<file path="config.mk">
export PLATFORM = sky130hd
export DESIGN_NAME = ordered_array_table
export DESIGN_NICKNAME = d
export VERILOG_FILES = /design/src/rtl/oat_pkg.sv /design/src/rtl/oat_cell.sv /design/src/rtl/oat_first_hit.sv /design/src/rtl/ordered_array_table.sv
export SDC_FILE = /design/constraint.sdc
export NUM_CORES = 1
export LEC_CHECK = 0
export BUFFER_PORTS_ARGS = -buffer_cell sky130_fd_sc_hd__buf_2
export CAP_MARGIN = 20
export CORE_MARGIN = 2
export CORE_UTILIZATION = 30
export DETAILED_ROUTE_END_ITERATION = 8
export HOLD_SLACK_MARGIN = 0.08
export PLACE_DENSITY = 0.43
export SETUP_SLACK_MARGIN = 0.02
export SLEW_MARGIN = 25
export SYNTH_ARGS = -nofsm -noshare
export SYNTH_HDL_FRONTEND = slang
export SYNTH_SLANG_ARGS = --single-unit
</file>
<file path="constraint.sdc">
create_clock -name clock -period 15.34 [get_ports clock]
set_clock_uncertainty 0.15 [all_clocks]
set_input_delay 2.301 -clock clock [delete_from_list [all_inputs] [get_ports clock]]
set_output_delay 2.301 -clock clock [all_outputs]
set_load 0.005 [all_outputs]
</file>
<file path="src/rtl/oat_pkg.sv">
// Shared types, codes and defaults for the ordered array table.
package oat_pkg;

   localparam int DEPTH_DEFAULT = 8;

   localparam logic [1:0] KIND_INSERT    = 2'd0;
   localparam logic [1:0] KIND_FIND      = 2'd1;
   localparam logic [1:0] KIND_REMOVE    = 2'd2;
   localparam logic [1:0] KIND_UNORDERED = 2'd3;

   localparam logic [1:0] STATUS_OK    = 2'd0;
   localparam logic [1:0] STATUS_RANGE = 2'd1;
   localparam logic [1:0] STATUS_FULL  = 2'd2;

   localparam logic [2:0] CELL_HOLD = 3'd0;
   localparam logic [2:0] CELL_LOAD = 3'd1;
   localparam logic [2:0] CELL_UP   = 3'd2;
   localparam logic [2:0] CELL_DOWN = 3'd3;
   localparam logic [2:0] CELL_LAST = 3'd4;

   typedef struct packed {
      logic [1:0]         kind;
      logic [2:0]         position;
      logic signed [31:0] value;
   } req_type;

   typedef struct packed {
      logic [1:0] status;
      logic       found;
      logic [2:0] match_index;
      logic [3:0] occupancy;
   } rsp_type;

   typedef struct packed {
      logic [2:0]         sel;
      logic signed [31:0] load_value;
      logic signed [31:0] last_value;
      logic signed [31:0] search_value;
   } cell_ctrl_type;

endpackage

</file>
<file path="src/rtl/oat_cell.sv">
// One storage cell of the table: holds an entry, shifts with its neighbors, compares.
module oat_cell (
   input  logic                  clock,
   input  oat_pkg::cell_ctrl_type ctrl,
   input  logic signed [31:0]    from_lower,
   input  logic signed [31:0]    from_upper,
   output logic signed [31:0]    entry,
   output logic                  match
);
   import oat_pkg::*;

   logic signed [31:0] entry_ff;
   logic signed [31:0] entry_in;

   always_comb begin
      unique case (ctrl.sel)
         CELL_LOAD: entry_in = ctrl.load_value;
         CELL_UP:   entry_in = from_lower;
         CELL_DOWN: entry_in = from_upper;
         CELL_LAST: entry_in = ctrl.last_value;
         default:   entry_in = entry_ff;
      endcase
   end

   always_ff @(posedge clock) begin
      entry_ff <= entry_in;
   end

   assign entry = entry_ff;
   assign match = (entry_ff == ctrl.search_value);

endmodule

</file>
<file path="src/rtl/oat_first_hit.sv">
// Priority encoder that finds the lowest set hit bit.
module oat_first_hit #(
   parameter int DEPTH = oat_pkg::DEPTH_DEFAULT,
   localparam int IW = (DEPTH > 1) ? $clog2(DEPTH) : 1
) (
   input  logic [DEPTH-1:0] hits,
   output logic             any,
   output logic [IW-1:0]    index
);
   always_comb begin
      any   = 1'b0;
      index = '0;
      for (int i = DEPTH - 1; i >= 0; i--) begin
         if (hits[i]) begin
            any   = 1'b1;
            index = IW'(i);
         end
      end
   end

endmodule

</file>
<file path="src/rtl/ordered_array_table.sv">
// Top level of the ordered array table: a chain of entry cells with a two-stage result path.
//
//  channel | direction | handshake           | payload
//  req     | in        | req_valid/req_stall | oat_pkg::req_type
//  rsp     | out       | rsp_valid/rsp_stall | oat_pkg::rsp_type
//
// One request per cycle unless req_stall is raised; each result passes the request stage, then the result stage.
// Cells update at the transfer edge; the find hit vector is encoded in the next stage.
// Reset clears the occupancy count and both stage valids; entries are not cleared.
// A stalled result holds; the input stalls only when both stages are full.
module ordered_array_table #(
   parameter int DEPTH = oat_pkg::DEPTH_DEFAULT
) (
   input  logic             clock,
   input  logic             reset,
   input  logic             req_valid,
   output logic             req_stall,
   input  oat_pkg::req_type req_payload,
   output logic             rsp_valid,
   input  logic             rsp_stall,
   output oat_pkg::rsp_type rsp_payload
);
   import oat_pkg::*;

   localparam int CW = $clog2(DEPTH + 1);
   localparam int IW = (DEPTH > 1) ? $clog2(DEPTH) : 1;
   localparam int PW = (CW > 3) ? CW : 3;

   logic [CW-1:0]      fill_ff, fill_in;
   logic               a_valid_ff, a_valid_in;
   logic [1:0]         a_status_ff, a_status_in;
   logic               a_find_ff;
   logic [DEPTH-1:0]   a_hits_ff, a_hits_in;
   logic [CW-1:0]      a_occ_ff;
   logic               rsp_valid_ff, rsp_valid_in;
   rsp_type            rsp_ff, rsp_in;

   logic               accept, a_move, op_ok;
   logic [PW-1:0]      pos_x, fill_x;
   logic [CW-1:0]      fill_m1;
   logic signed [31:0] entry [DEPTH];
   logic [DEPTH-1:0]   match;
   cell_ctrl_type      cell_ctrl [DEPTH];
   logic               hit_any;
   logic [IW-1:0]      hit_index;
   logic [IW+2:0]      index_wide;
   logic [CW+3:0]      occ_wide;

   assign a_move    = a_valid_ff && (!rsp_valid_ff || !rsp_stall);
   assign req_stall = a_valid_ff && rsp_valid_ff && rsp_stall;
   assign accept    = req_valid && !req_stall;

   assign pos_x   = PW'(req_payload.position);
   assign fill_x  = PW'(fill_ff);
   assign fill_m1 = fill_ff - CW'(1);

   always_comb begin
      unique case (req_payload.kind)
         KIND_INSERT: begin
            if (pos_x > fill_x) begin
               a_status_in = STATUS_RANGE;
            end else if (fill_ff == CW'(DEPTH)) begin
               a_status_in = STATUS_FULL;
            end else begin
               a_status_in = STATUS_OK;
            end
         end
         KIND_FIND: a_status_in = STATUS_OK;
         default: a_status_in = (pos_x >= fill_x) ? STATUS_RANGE : STATUS_OK;
      endcase
      op_ok = accept && (a_status_in == STATUS_OK);
   end

   always_comb begin
      fill_in = fill_ff;
      if (op_ok) begin
         unique case (req_payload.kind)
            KIND_INSERT: fill_in = fill_ff + CW'(1);
            KIND_FIND:   fill_in = fill_ff;
            default:     fill_in = fill_m1;
         endcase
      end
   end

   always_comb begin
      for (int i = 0; i < DEPTH; i++) begin
         cell_ctrl[i].sel          = CELL_HOLD;
         cell_ctrl[i].load_value   = req_payload.value;
         cell_ctrl[i].last_value   = entry[fill_m1[IW-1:0]];
         cell_ctrl[i].search_value = req_payload.value;
         if (op_ok) begin
            unique case (req_payload.kind)
               KIND_INSERT: begin
                  if (PW'(i) == pos_x) begin
                     cell_ctrl[i].sel = CELL_LOAD;
                  end else if (PW'(i) > pos_x && PW'(i) <= fill_x) begin
                     cell_ctrl[i].sel = CELL_UP;
                  end
               end
               KIND_REMOVE: begin
                  if (PW'(i) >= pos_x && PW'(i) < PW'(fill_m1)) begin
                     cell_ctrl[i].sel = CELL_DOWN;
                  end
               end
               KIND_UNORDERED: begin
                  if (PW'(i) == pos_x) begin
                     cell_ctrl[i].sel = CELL_LAST;
                  end
               end
               default: cell_ctrl[i].sel = CELL_HOLD;
            endcase
         end
         a_hits_in[i] = match[i] && (PW'(i) < fill_x);
      end
   end

   for (genvar g = 0; g < DEPTH; g++) begin : g_cell
      oat_cell u_cell (
         .clock      (clock),
         .ctrl       (cell_ctrl[g]),
         .from_lower (entry[(g > 0) ? g - 1 : g]),
         .from_upper (entry[(g < DEPTH - 1) ? g + 1 : g]),
         .entry      (entry[g]),
         .match      (match[g])
      );
   end

   oat_first_hit #(.DEPTH(DEPTH)) u_first_hit (
      .hits  (a_hits_ff),
      .any   (hit_any),
      .index (hit_index)
   );

   assign index_wide = {3'b000, hit_index};
   assign occ_wide   = {4'b0000, a_occ_ff};

   always_comb begin
      rsp_in.status      = a_status_ff;
      rsp_in.found       = a_find_ff && hit_any;
      rsp_in.match_index = (a_find_ff && hit_any) ? index_wide[2:0] : 3'd0;
      rsp_in.occupancy   = occ_wide[3:0];
   end

   always_comb begin
      a_valid_in   = accept ? 1'b1 : (a_move ? 1'b0 : a_valid_ff);
      rsp_valid_in = a_move ? 1'b1 : (rsp_stall ? rsp_valid_ff : 1'b0);
   end

   always_ff @(posedge clock) begin
      if (reset) begin
         fill_ff      <= '0;
         a_valid_ff   <= 1'b0;
         rsp_valid_ff <= 1'b0;
      end else begin
         fill_ff      <= fill_in;
         a_valid_ff   <= a_valid_in;
         rsp_valid_ff <= rsp_valid_in;
      end
   end

   always_ff @(posedge clock) begin
      if (accept) begin
         a_status_ff <= a_status_in;
         a_find_ff   <= (req_payload.kind == KIND_FIND);
         a_hits_ff   <= a_hits_in;
         a_occ_ff    <= fill_in;
      end
      if (a_move) begin
         rsp_ff <= rsp_in;
      end
   end

   assign rsp_valid   = rsp_valid_ff;
   assign rsp_payload = rsp_ff;

   a_fill_bound: assert property (@(posedge clock) disable iff (reset)
      fill_ff <= CW'(DEPTH))
      else $error("occupancy count above capacity");

   a_insert_grows: assert property (@(posedge clock) disable iff (reset)
      op_ok && req_payload.kind == KIND_INSERT |=> fill_ff == $past(fill_ff) + CW'(1))
      else $error("successful insert did not grow the table");

   a_find_keeps: assert property (@(posedge clock) disable iff (reset)
      accept && req_payload.kind == KIND_FIND |=> $stable(fill_ff))
      else $error("find changed the occupancy");

   a_stage_hold: assert property (@(posedge clock) disable iff (reset)
      a_valid_ff && !a_move |=> a_valid_ff)
      else $error("blocked request stage lost its item");

   a_found_ok: assert property (@(posedge clock) disable iff (reset)
      rsp_valid_ff && rsp_ff.found |-> rsp_ff.status == STATUS_OK)
      else $error("found flag with a failing status");

endmodule
</file>
# Word-level counts from Yosys, hierarchy flattened

Index checks and enable logic that the tools add are counted.

Register bits after elaboration: 287
Bits of input ports: 41
Word-level logic and storage cells: 251
Output and inout port bits: 12

Magnitude comparators: 43
Bitwise operators: 2
Muxes and demuxes: 84
Reduce and logical (&&, ||, !) cells: 49
Equality and inequality tests: 50
Add/subtract/negate cells: 2

Operators by type and width:

| kind               | count |
|---|---|
| $pmux 32 s4        | 6 |
| $eq 32x32->1       | 8 |
| $pmux 32 s3        | 2 |
| $bmux 32 s3        | 1 |
| $pmux 3 s3         | 8 |
| $mux 32            | 2 |
| $mux 3             | 20 |
| $mux 2             | 28 |
| $eq 3x2->1 const B | 14 |
| $lt 3x4->1 const A | 8 |
| $logic_and 1x1->1  | 30 |
| $eq 3x1->1 const B | 8 |
| $eq 3x3->1 const B | 8 |
| $reduce_bool 4->1  | 6 |
| $le 3x4->1 const A | 4 |
| $lt 1x4->1 const A | 4 |
| $lt 2x4->1 const A | 4 |
| $mux 1             | 14 |
| $eq 3x3->1 const A | 4 |
| $ge 3x3->1 const A | 4 |
| $gt 3x3->1 const A | 4 |
| $le 1x4->1 const A | 2 |
| $le 2x4->1 const A | 2 |
| $pmux 4 s2         | 1 |
| other kinds (28)   | 38 |

# Depth between registers and ports, before layout

Gate-level depths: netlist of the first run.

Depth in word-level cells: 11
Gate-level depth with buffers: 14
Gate-level depth less buffers: 9

# By module

Synthesis of the first run repeated with hierarchy kept, for this count alone.

Cells, all modules: 1861
Area, all modules: 22074.9 µm²

By module, submodules not included:

| module              | instances | sequential area each (µm²) | area an instance (µm²) | cells an instance |
|---|---|---|---|---|
| oat_cell            | 8         | 960.9                      | 2267.2                 | 191 |
| ordered_array_table | 1         | 870.8                      | 3857.4                 | 320 |
| oat_first_hit       | 1         | 0.0                        | 80.1                   | 13 |

# Least setup slack after synthesis of the first run

No wires, ideal clock.

Path type: input -> register
Start point: in req_payload[32] (netlist name)
End point: reg g_cell[7].u_cell.entry_ff[0] (enable)
Library setup time: 0.470 ns
Stages: 9
Path slack: 8.422 ns
Data arrival time: 6.298 ns
Buffers on the path: 2
Required time: 14.720 ns
Path through: clkbuf_1 inv_1 ha_1 nand2b_1 a211o_1 o211ai_2 buf_2 nand2_1 o31ai_1

Longest elaborated chain between the ends: 8
Elaborated cells on any way between the ends: 22
Classes of those cells: order compare (4); eq/ne (4); mux (9); reduce/logical (5)

Ends and longest elaborated chain:

| what                                                   | line                                                 | source |
|---|---|---|
| start, declared                                        | ordered_array_table.sv:18                            | `input oat_pkg::req_type req_payload,` |
| $ge 3x4->1, or another cell as far along               | ordered_array_table.sv:69                            | `default: a_status_in = (pos_x >= fill_x) ? STATUS_RANGE : STATUS_OK;` |
| $mux 1, or another cell as far along                   | ordered_array_table.sv:69                            |  |
| $pmux 2 s2 / $mux 2 (equally long branches)            | ordered_array_table.sv:58, ordered_array_table.sv:96 |  |
| $logic_not 2->1 / $mux 2 (equally long branches)       | ordered_array_table.sv:71, ordered_array_table.sv:94 |  |
| $logic_and 1x1->1 / $pmux 3 s3 (equally long branches) | ordered_array_table.sv:71, ordered_array_table.sv:92 |  |
| $mux 3 (*)                                             | ordered_array_table.sv:91                            | `if (op_ok) begin` |
| $eq 3x1->1, or another cell as far along               | oat_cell.sv:16                                       | `unique case (ctrl.sel)` |
| $reduce_bool 3->1 (no source line) (*)                 | --                                                   |  |
| end signal, assigned                                   | oat_cell.sv:26                                       | `entry_ff <= entry_in;` |
| end, declared                                          | oat_cell.sv:12                                       | `logic signed [31:0] entry_ff;` |

Every way passes the cells marked *; elsewhere a longest branch is shown, timed or not.
A chain may end at the register's enable or synchronous reset.

# Final worst setup path of the first run

Start point: in req_payload[32] (netlist name)
End point: reg g_cell[3].u_cell.entry_ff[14] (data pin)

Longest elaborated chain between the ends: 8
Elaborated cells on any way between the ends: 23
Classes of those cells: order compare (4); eq/ne (5); mux (10); reduce/logical (4)

Ends and longest elaborated chain:

| what                                                   | line                                                 | source |
|---|---|---|
| $ge 3x4->1, or another cell as far along               | ordered_array_table.sv:69                            |  |
| $mux 1, or another cell as far along                   | ordered_array_table.sv:69                            |  |
| $pmux 2 s2 / $mux 2 (equally long branches)            | ordered_array_table.sv:58, ordered_array_table.sv:96 |  |
| $logic_not 2->1 / $mux 2 (equally long branches)       | ordered_array_table.sv:71, ordered_array_table.sv:94 |  |
| $logic_and 1x1->1 / $pmux 3 s3 (equally long branches) | ordered_array_table.sv:71, ordered_array_table.sv:92 |  |
| $mux 3 (*)                                             | ordered_array_table.sv:91                            |  |
| $eq 3x3->1, or another cell as far along               | oat_cell.sv:16                                       |  |
| $pmux 32 s4 (*)                                        | oat_cell.sv:16                                       |  |
| named net g_cell[3].u_cell.entry_in[14]                | oat_cell.sv:13                                       | `logic signed [31:0] entry_in;` |
| end signal, assigned                                   | oat_cell.sv:26                                       |  |
| end, declared                                          | oat_cell.sv:12                                       |  |

The timed path passes the listed nets; every way through them passes the cells marked *.

==> results of run 1 <==
[state kept, by name, summed over array words and instances (netlist names)]
name,cells
a_find_ff,1
a_hits_ff,8
a_occ_ff,4
a_status_ff,2
a_valid_ff,1
fill_ff,4
g_cell.u_cell.entry,256
rsp_payload,10
rsp_valid,1
[cell usage after synthesis (19+ instances only)]
cell type and number:
nand4_1 84, mux2_1 24, xor2_1 70, a221o_1 132, mux2i_1 95, nor3_1 26, nor2_1 153, mux2_2 51
mux4_2 64, a22o_1 22, inv_1 90, nor4_1 31, nand3_1 37, nand2_1 65, a221oi_2 28, o221ai_1 53
xnor2_1 188, clkbuf_1 104, edfxtp_1 281, buf_2 55, buf_1 19, a222oi_1 21
[stage by stage]
stage               hold slack [ns]  area, sq um
global route                  0.271        23700
floorplan                     0.250        21400
global placement              0.252        22400
finish                        0.266        23700
detailed placement            0.256        22500
CTS                           0.268        23600
[routing by layer]
metal	wire length (um)	track usage
met5	22	0
met4	4050	0.0925
met3	8830	0.0537
met2	43700	0.406
met1	40900	0.353
[area by class of cell]
| cell class | instances | area, sq um |
|---|---|---|
| inverters | 91 | 342 |
| flip-flops and latches | 287 | 8560 |
| fillers | 7136 | 46700 |
| multi-input cells | 1335 | 11800 |
| well taps | 940 | 1180 |
| clock buffers | 56 | 1100 |
| clock inverters | 14 | 65.1 |
| repair buffers | 95 | 603 |
[worst max path at each step]
stage	to	cells past startpoint	slack, ns	startpoint
final	g_cell[3].u_cell.entry[14]	10	8.76	req_payload[32]
after floorplan	g_cell[7].u_cell.entry[0]	9	8.42	req_payload[32]
after detailed placement	g_cell[3].u_cell.entry[2]	10	8.23	req_payload[32]
after CTS	g_cell[3].u_cell.entry[29]	10	8.81	req_payload[32]
after global routing	g_cell[3].u_cell.entry[2]	10	8.73	req_payload[32]
after global placement	g_cell[3].u_cell.entry[8]	10	8.32	req_payload[32]
[critical path, cell delays in order]
cell and delay (ns):
buf_2 0.21, inv_1 0.09, ha_1 0.29, and3_1 0.23, a21oi_1 0.12, o211ai_4 0.74
buf_4 0.51, nand4_2 0.88, and2_2 0.87, a221o_1 0.48
[kinds of logic after synthesis]
family,count (synthesis)
xor+xnor,259
fa+ha+maj,9
mux,245
simple gates,443
flops,287
buf+inv,290
compound gates,379
[power groups by stage]
stage          clock network (mW)  logic, mW  registers [mW]
5_1_grt                     0.919      0.878           0.990
3_3_place_gp                    0      0.823            1.00
3_5_place_dp                    0      0.825            1.00
6_report                    0.880      0.842           0.984
2_1_floorplan                   0      0.555           0.972
4_1_cts                     0.895      0.828           0.984
==> results.yml, run 1 <==
floorplan:
  die_y_um: 271
  dieWidth_um: 271
  die-area_sq_um: 73500
  initial_core_util: 0.304
  ioPinCount: 53
  num_rows: 97
  core_area_sq_um: 70400
critical_path:
  crit_type: "in -> reg"
  r2r_end: "g_cell[1].u_cell.entry[21]"
  reg2regPathDepth: 9
  cp_max_fo: 32
  crit_arrival_ns: 6.75
  worstSetupStartpointType: "input port"
  r2r_slack_ns: 9.77
  crit_required_ns: 15.50
  endpoint_kind: "register"
  timing.rr.start: "fill_ff[0]"
detailed_routing:
  drtIter0Drc: 2508
  wl_per_cell_um: 34.6
  wl_mm: 97.6
  avgViaCountPerCell: 6.27
  vias: 17700
  ant_nets: 0
  first_pass_iters: 6
  drcViolationCount: 0
logic_synthesis:
  ys_types: 81
  synth_xor_area_frac: 0.106
  yosysWarnings: 0
  syn_nets: 1962
  synth_top_area_share: 0.394
  async_flop_share: 0
  synth-simple-area-share: 0.104
  synthCells: 1912
  synth-seq-cells: 287
  muxShareOfSynthArea: 0.158
  synth_edf_count: 281
  avgSynthCellArea_sq_um: 11.2
  ys_seq_area_frac: 0.400
  ys_top_cells_by_area: "edfxtp_1 39%, xnor2_1 7.7%, mux4_2 6.7%"
  ys.flop_type: "edfxtp_1"
  synth_area_leader_cell: "edfxtp_1"
  syn_area_sq_um: 21400
  synth_fa_ha_area_frac: 0.00526
  synth_compound_area_frac: 0.168
  synth_top_family_by_area: "compound AO/OA/AOI/OAI gates"
power:
  power.leakage_nw: 7.76
  p_sw_mw: 0.991
  p_sw_frac: 0.366
  fin_total_pwr_mw: 2.71
  p_seq_frac: 0.364
  p_int_mw: 1.71
  p_clk_frac: 0.325
  combPwrFrac: 0.311
  powerDensity_nw_per_um2: 114
  peakVddDrop_uv: 63.8
finish:
  layout_commonest_cell: "edfxtp_1"
  syn_to_final_growth_pct: 10.4
  antenna_cells: 0
  drive_above_1_share: 0.186
  finish.utilization: 0.336
  final_cells: 2818
  fin_nets: 1899
  final_cell_mix: "281 x edfxtp_1, 188 x xnor2_1, 153 x nor2_1, 132 x a221o_1, 95 x mux2i_1"
hold_path:
  hold_end: "rsp_payload[3]"
  worstHoldStart: "a_occ_ff[3]"
  hold_depth: 0
  holdCritPathClass: "reg -> reg"
sta:
  hold_viol_final: 0
  finalSetupTns_ns: 0
  slew_headroom: 0.247
  period_needed_ns: 6.58
  rsz0062_at_grt: "no"
  tightest_slew_ns: 1.13
  setup_viol: 0
  maxSlewViolCount: 0
  fin_ws_ns: 8.76
  fmax_mhz: 152
  period_share: 0.429
clocking:
  cts_setup_buffers: 0
  clk_path_buf_depth: 3
  clock-sinks: 287
  cts_resized: 0
  cts_tree: "done"
  clk-insertion-delay-late_ns: 0.58
  clk_root_buffer_cell: "clkbuf_16"
  cts-htree-levels: 2
  ctsHoldBuffers: 0
  path_clk_slew_ns: 0.06
  numCtsBuffers: 39
run_status:
  status: "complete, no violations"
grt:
  grt_pass1_wl_mm: 138
  grt_remaining_overflow: 0
  grt_max_degree: 43
  track_usage: 0.259
  antenna_found_initial: 3
  grt_pass1_vias: 17000
placement:
  place_congestion: 0.939
  dpl.hpwl_mm: 64.6
  dp_cells: 2747
  io_buffers: 52
  post-place-ws_ns: 8.23
run:
  drv_cap: 0
(Power assumes the default switching activity.)
==> run 2, diff against run 1 <==
PLACE_DENSITY = 0.45   (was 0.43)
clock period = 5.7 ns   (was 15.34 ns; I/O delays follow)
==> results.yml, run 2 (synthesis gave the netlist of run 1 again) <==
sta:
  finalSetupTns_ns: 0
  period_needed_ns: 4.50
  tightest_slew_ns: 1.10
  slew_headroom: 0.269
  period_share: 0.789
  fin_ws_ns: 1.20
  hold_viol_final: 0
  setup_viol: 0
  fmax_mhz: 222
  rsz0062_at_grt: "no"
  maxSlewViolCount: 0
detailed_routing:
  vias: 18000
  wl_met3_mm: 8.80
  top_layer: "met5"
  drtIter0Drc: 2757
  met1_length_mm: 40.8
  first_pass_iters: 7
  wl_per_cell_um: 35.0
  avgViaCountPerCell: 6.35
  drcViolationCount: 0
  wl_met2_mm: 45.5
  wl_mm: 99.2
  ant_nets: 0
clocking:
  cts_setup_buffers: 0
  cts_tree: "done"
  path_clk_slew_ns: 0.06
  cts_resized: 0
  numCtsBuffers: 38
  clk_root_buffer_cell: "clkbuf_16"
  clk-insertion-delay-late_ns: 0.58
  clock-sinks: 287
  ctsHoldBuffers: 0
  clk_path_buf_depth: 3
  cts-htree-levels: 2
grt:
  grt_max_degree: 65
  grt_remaining_overflow: 0
  grt_pass1_vias: 17500
  antenna_found_initial: 2
  grt_pass1_wl_mm: 141
  track_usage: 0.265
finish:
  fin_nets: 1914
  final_area_sq_um: 23900
  finish.utilization: 0.340
  syn_to_final_growth_pct: 11.6
  drive_above_1_share: 0.200
  largest_register_ffs: 256
  final_cell_mix: "281 x edfxtp_1, 188 x xnor2_1, 153 x nor2_1, 132 x a221o_1, 95 x mux2i_1"
  layout_commonest_cell: "edfxtp_1"
critical_path:
  crit_type: "reg -> reg"
  worstSetupStartpointType: "register"
  cp_max_fo: 33
  endpoint_kind: "register"
  crit_arrival_ns: 4.58
  crit_required_ns: 5.78
floorplan:
  die_y_um: 271
  die-area_sq_um: 73500
  initial_core_util: 0.304
  core_area_sq_um: 70400
  num_rows: 97
  ioPinCount: 53
  dieWidth_um: 271
power:
  powerDensity_nw_per_um2: 314
  power.leakage_nw: 7.90
  peakVddDrop_uv: 187
  fin_total_pwr_mw: 7.51
placement:
  dpl_cell_area_sq_um: 22600
  dpl.hpwl_mm: 68.9
  post-place-ws_ns: 0.899
  io_buffers: 52
  place_congestion: 0.989
hold_path:
  holdCritPathClass: "reg -> reg"
run:
  drv_cap: 0
run_status:
  status: "complete, no violations"
-- run 2: cell count changes in the layout (fill, tap and decap cells not counted), sizes merged --
| cell | previous run | this run |
|---|---|---|
| clkinvlp | 0 | 4 |
| buf | 95 | 111 |
| diode | 0 | 1 |
| clkinv | 14 | 15 |
| clkbuf | 56 | 43 |
| inv | 91 | 92 |
| bufinv | 0 | 6 |
-- run 2: per-stage QoR --
stage,hold slack [ns],std cells
final,0.266,2834
after global routing,0.272,2833
after CTS,0.268,2832
after detailed placement,0.256,2763
after global placement,0.252,2763
after floorplan,0.250,1912
-- run 2: final timing paths --
kind                                                    to  depth (start not counted)        start  slack [ns]
worst max-delay path            g_cell[5].u_cell.entry[15]                         10   fill_ff[1]        1.20
worst min-delay path                        rsp_payload[1]                          0  a_occ_ff[1]        0.27
worst min register to register              rsp_payload[1]                          0  a_occ_ff[1]        0.27
worst max register to register  g_cell[5].u_cell.entry[15]                         10   fill_ff[1]        1.20
-- run 2: power breakdown --
part | total, mW | leakage, nW | internal, mW | switching, mW
clock | 2.59 | 0.631 | 1.54 | 1.06
sequential | 2.65 | 2.63 | 2.49 | 0.165
combinational | 2.26 | 4.64 | 0.800 | 1.46
-- run 2: area by class of cell --
type                       count  area [sq um]
antenna                        1          2.50
tap                          940          1180
clock buffer                  43          1000
clock inverter                26           289
inverter                      91           342
sequential                   287          8560
fill                        7052         46500
multi-input combinational   1335         11800
timing repair buffer         111           748
-- run 2: worst max-delay path, cell delays in order (launching register included) --
cell and delay, ns:
dfxtp_1 0.42, inv_1 0.29, ha_1 0.78, nor2b_1 0.22, o21ai_1 0.10, a221oi_4 0.30
buf_4 0.51, nor2_1 0.11, o21a_2 0.44, o21ai_4 0.35, buf_4 0.44
-- run 2: metal layers --
| metal | vias to the layer above | global-route usage |
|---|---|---|
| met3 | 203 | 0.0498 |
| li1 | 7404 | - |
| met5 | - | 0 |
| met4 | 2 | 0.0973 |
| met2 | 1114 | 0.421 |
| met1 | 9287 | 0.359 |
